===== config.mk =====
export PLATFORM = sky130hd
export DESIGN_NAME = ogru_ram
export DESIGN_NICKNAME = d
export VERILOG_FILES = /design/src/rtl/ogru_ram.sv
export SDC_FILE = /design/constraint.sdc
export NUM_CORES = 1
export LEC_CHECK = 0
export BUFFER_PORTS_ARGS = -buffer_cell sky130_fd_sc_hd__buf_2
export CORE_MARGIN = 5
export CORE_UTILIZATION = 37
export CTS_BUF_LIST = sky130_fd_sc_hd__clkbuf_8 sky130_fd_sc_hd__clkbuf_16
export DETAILED_ROUTE_END_ITERATION = 7
export PLACE_DENSITY = 0.53
export SYNTH_ARGS = -nofsm -noshare
export SYNTH_HDL_FRONTEND = slang
export SYNTH_SLANG_ARGS = --single-unit

===== constraint.sdc =====
create_clock -name i_clk -period 4.4 [get_ports i_clk]
set_input_delay 0.22 -clock i_clk [delete_from_list [all_inputs] [get_ports i_clk]]
set_output_delay 0.22 -clock i_clk [all_outputs]
set_load 0.03 [all_outputs]

===== src/rtl/ogru_ram.sv =====
module ogru_ram #(
    parameter int WIDTH = 16,
    parameter int DEPTH = 16
) (
    input  logic                     i_clk,
    input  logic                     i_we,
    input  logic [$clog2(DEPTH)-1:0] i_waddr,
    input  logic [WIDTH-1:0]         i_wdata,
    input  logic [$clog2(DEPTH)-1:0] i_raddr,
    output logic [WIDTH-1:0]         o_rdata
);

    logic [WIDTH-1:0] r_mem [DEPTH];
    logic [WIDTH-1:0] r_rdata;

    // one write port, one registered read port
    always_ff @(posedge i_clk) begin
        if (i_we) begin
            r_mem[i_waddr] <= i_wdata;
        end
        r_rdata <= r_mem[i_raddr];
    end

    assign o_rdata = r_rdata;

endmodule


==> out/qor.yml <==
synth:
  syn_area_per_cell_um2: 23.2
  syn_area_um2: 10000
  seq_area_frac_synth_pct: 79.7
  ys_types: 19
  netlist_instances: 432
  syn_nets: 458
  ys_warn_count: 0
  synth.ff_latch_count: 272
timing:
  rsz0062_at_grt: "false"
  tightest_slew_ns: 1.21
  setup-tns-final_ns: 0
  setup_viol: 0
  relSlewSlack_pct: 19.4
  period_share_pct: 40.0
  post-route-min-period_ns: 1.76
  slew_viol_final: 0
  hold_viol_final: 0
  fin_worst_skew_ns: 0.00943
  fmax_ghz: 0.568
clocking:
  cts_tree: "done"
  cts_max_level: 1
  cts_buffer_depth: 3
  post_cts_buffers: 0
  clkSinkCount: 272
  worstSkewPairLatency_ns: 0.54
  path_clk_slew_ns: 0.06
  hold_buffers: 0
  numCtsBuffers: 29
  root_buffer: "clkbuf_16"
  cts_resized: 0
power_and_ir_drop:
  p_leak_nw: 3.81
  p_per_area_nw_per_um2: 465
  power_mw: 5.42
  ir_drop_mv: 0.264
setup_path:
  cp.required_ns: 4.82
  cp-end-kind: "flip-flop"
  worst-setup-path-type: "in2reg"
  cp_cell_sequence: "buf_4 > buf_4 > mux4_1 > a22oi_1 > nand2_1"
  rr_endpoint: "o_rdata[7]"
  max_stage_delay_ns: 0.67
  critPathSlowestCell: "buf_4"
  crit_arrival_ns: 2.18
  cp_max_fo: 45
  worst_setup_path_start_kind: "input pin"
  ff2ff_path_depth: 3
  rr_startpoint: "r_mem[1][7]"
  critical_path.most_common_cell: "buf_4"
  r2r_slack_ns: 3.07
min_path:
  hp-class: "in2reg"
  hold_start: "i_wdata[13]"
  min_path_cells: 1
  whs_endpoint: "r_mem[13][13]"
layout:
  drive_above_1_share_pct: 32.9
  num-fill-cells: 2299
  area_growth_pct: 15.9
  multiInputGateArea_um2: 1970
  fin_nets: 530
  regArea_um2: 8010
drt:
  drc_errors: 0
  ant_nets: 0
  drtIter0Drc: 358
  viasPerCell: 5.29
  vias: 4580
  firstDrtPassIters: 4
  drt-total-wl_um: 21700
  wl_per_cell_um: 25.1
die:
  io_pins: 42
  die_h_um: 175
  core_area_um2: 26900
  start_util_pct: 37.4
  num_rows: 60
  dieArea_um2: 30500
  die_x_um: 175
status:
  outcome: "completed"
run:
  maxCapViolCount: 0
place:
  gp_congestion: 0.717
  io_buffers: 41
  dp_hpwl_um: 12000
global_routing:
  grt_pass1_wl_um: 32300
  grt_pass1_vias: 4833
  gr-usage-all-layers_pct: 14.2
  grt.overflow.total: 0
  antenna_found_initial: 1
  grt_max_degree: 65
==> cell families (layout without fill, tap and decap cells) <==
| kind of cell | after synthesis | in the layout | share of synthesized area (%) |
|---|---|---|---|
| flip-flops | 272 | 272 | 79.7 |
| multiplexers | 64 | 64 | 14.7 |
| AND/OR/NAND/NOR | 43 | 43 | 1.92 |
| AO/OA/AOI/OAI | 32 | 32 | 2.39 |
| buffers and inverters | 21 | 112 | 1.23 |
| other | 0 | 1 | 0 |
==> critical path: cells and delay by family <==
family                 cells  cell delay (ns)
buffers and inverters      2             1.05
multiplexers               1             0.60
AO/OA/AOI/OAI              1             0.20
AND/OR/NAND/NOR            1             0.07
==> where the power goes <==
part | leakage [nW] | switching, mW | internal (mW)
logic | 0.900 | 0.179 | 0.106
registers | 2.45 | 0.0161 | 2.90
clock network | 0.460 | 0.929 | 1.29
==> sequential cells by signal, indices dropped and copies added (netlist names) <==
name and cells:
r_mem 256, o_rdata 16
==> per-layer routing <==
| layer | GRT usage, % | routed length (um) | vias up |
|---|---|---|---|
| met1 | 19.7 | 8960 | 2434 |
| met5 | 0 | 0 | - |
| li1 | - | - | 1985 |
| met3 | 2.62 | 1470 | 30 |
| met2 | 23.7 | 10900 | 131 |
| met4 | 3.21 | 357 | 0 |
==> cell type report <==
cell class              count  share of cell area, %
clock inverters            18                  0.913
flip-flops and latches    272                   68.8
clock buffers              32                   6.59
well taps                 341                   3.66
diodes                      1                 0.0215
repair buffers             62                   3.14
multi-input cells         139                   16.9
==> Yosys cell counts <==
cell type,instances,area share (%)
edfxtp_1,256,77
mux4_2,54,12
a22oi_1,32,2.4
nand2_1,17,0.64
dfxtp_1,16,3.2
nor2_1,13,0.49
mux4_1,10,2.6
clkbuf_1,8,0.30
buf_6,4,0.45
nor3_1,4,0.20
buf_1,3,0.11
buf_2,3,0.15
buf_4,3,0.22
nand2b_1,2,0.12
nand3b_1,2,0.15
nor2b_1,2,0.12
and2_1,1,0.062
nand3_1,1,0.050
or3b_2,1,0.087
==> worst max path at each step <==
stage               cells after the start          end  slack, ns  startpoint
floorplan                               2  r_mem[0][0]       2.12  i_waddr[2]
global placement                        5   o_rdata[1]       2.02  i_raddr[0]
detailed placement                      5   o_rdata[1]       2.01  i_raddr[0]
CTS                                     5   o_rdata[1]       2.57  i_raddr[0]
global route                            5   o_rdata[1]       2.39  i_raddr[0]
finish                                  5   o_rdata[1]       2.64  i_raddr[0]
==> through the flow <==
| step | area (um^2) | hold WS, ns | utilization (%) | std cells | setup slack (ns) |
|---|---|---|---|---|---|
| after floorplan | 10000 | 0.319 | - | 432 | 2.12 |
| after global placement | 10800 | 0.594 | 40.1 | 814 | 2.02 |
| after detailed placement | 10800 | 0.609 | 40.1 | 814 | 2.01 |
| after CTS | 11600 | 0.0338 | 43.3 | 864 | 2.57 |
| after global routing | 11600 | 0.0424 | 43.3 | 864 | 2.39 |
| final | 11600 | 0.0567 | 43.3 | 865 | 2.64 |
==> layout by cell type, fill, tap and decap left out, types with 8 or more instances in the layout <==
cell type / n
nor2_2: 12
nand2_1: 17
mux4_2: 54
dfxtp_1: 16
a22oi_1: 32
edfxtp_1: 256
mux4_1: 10
buf_4: 22
buf_2: 40
inv_1: 8
clkbuf_16: 29
Power figures use the tool's default switching activity.
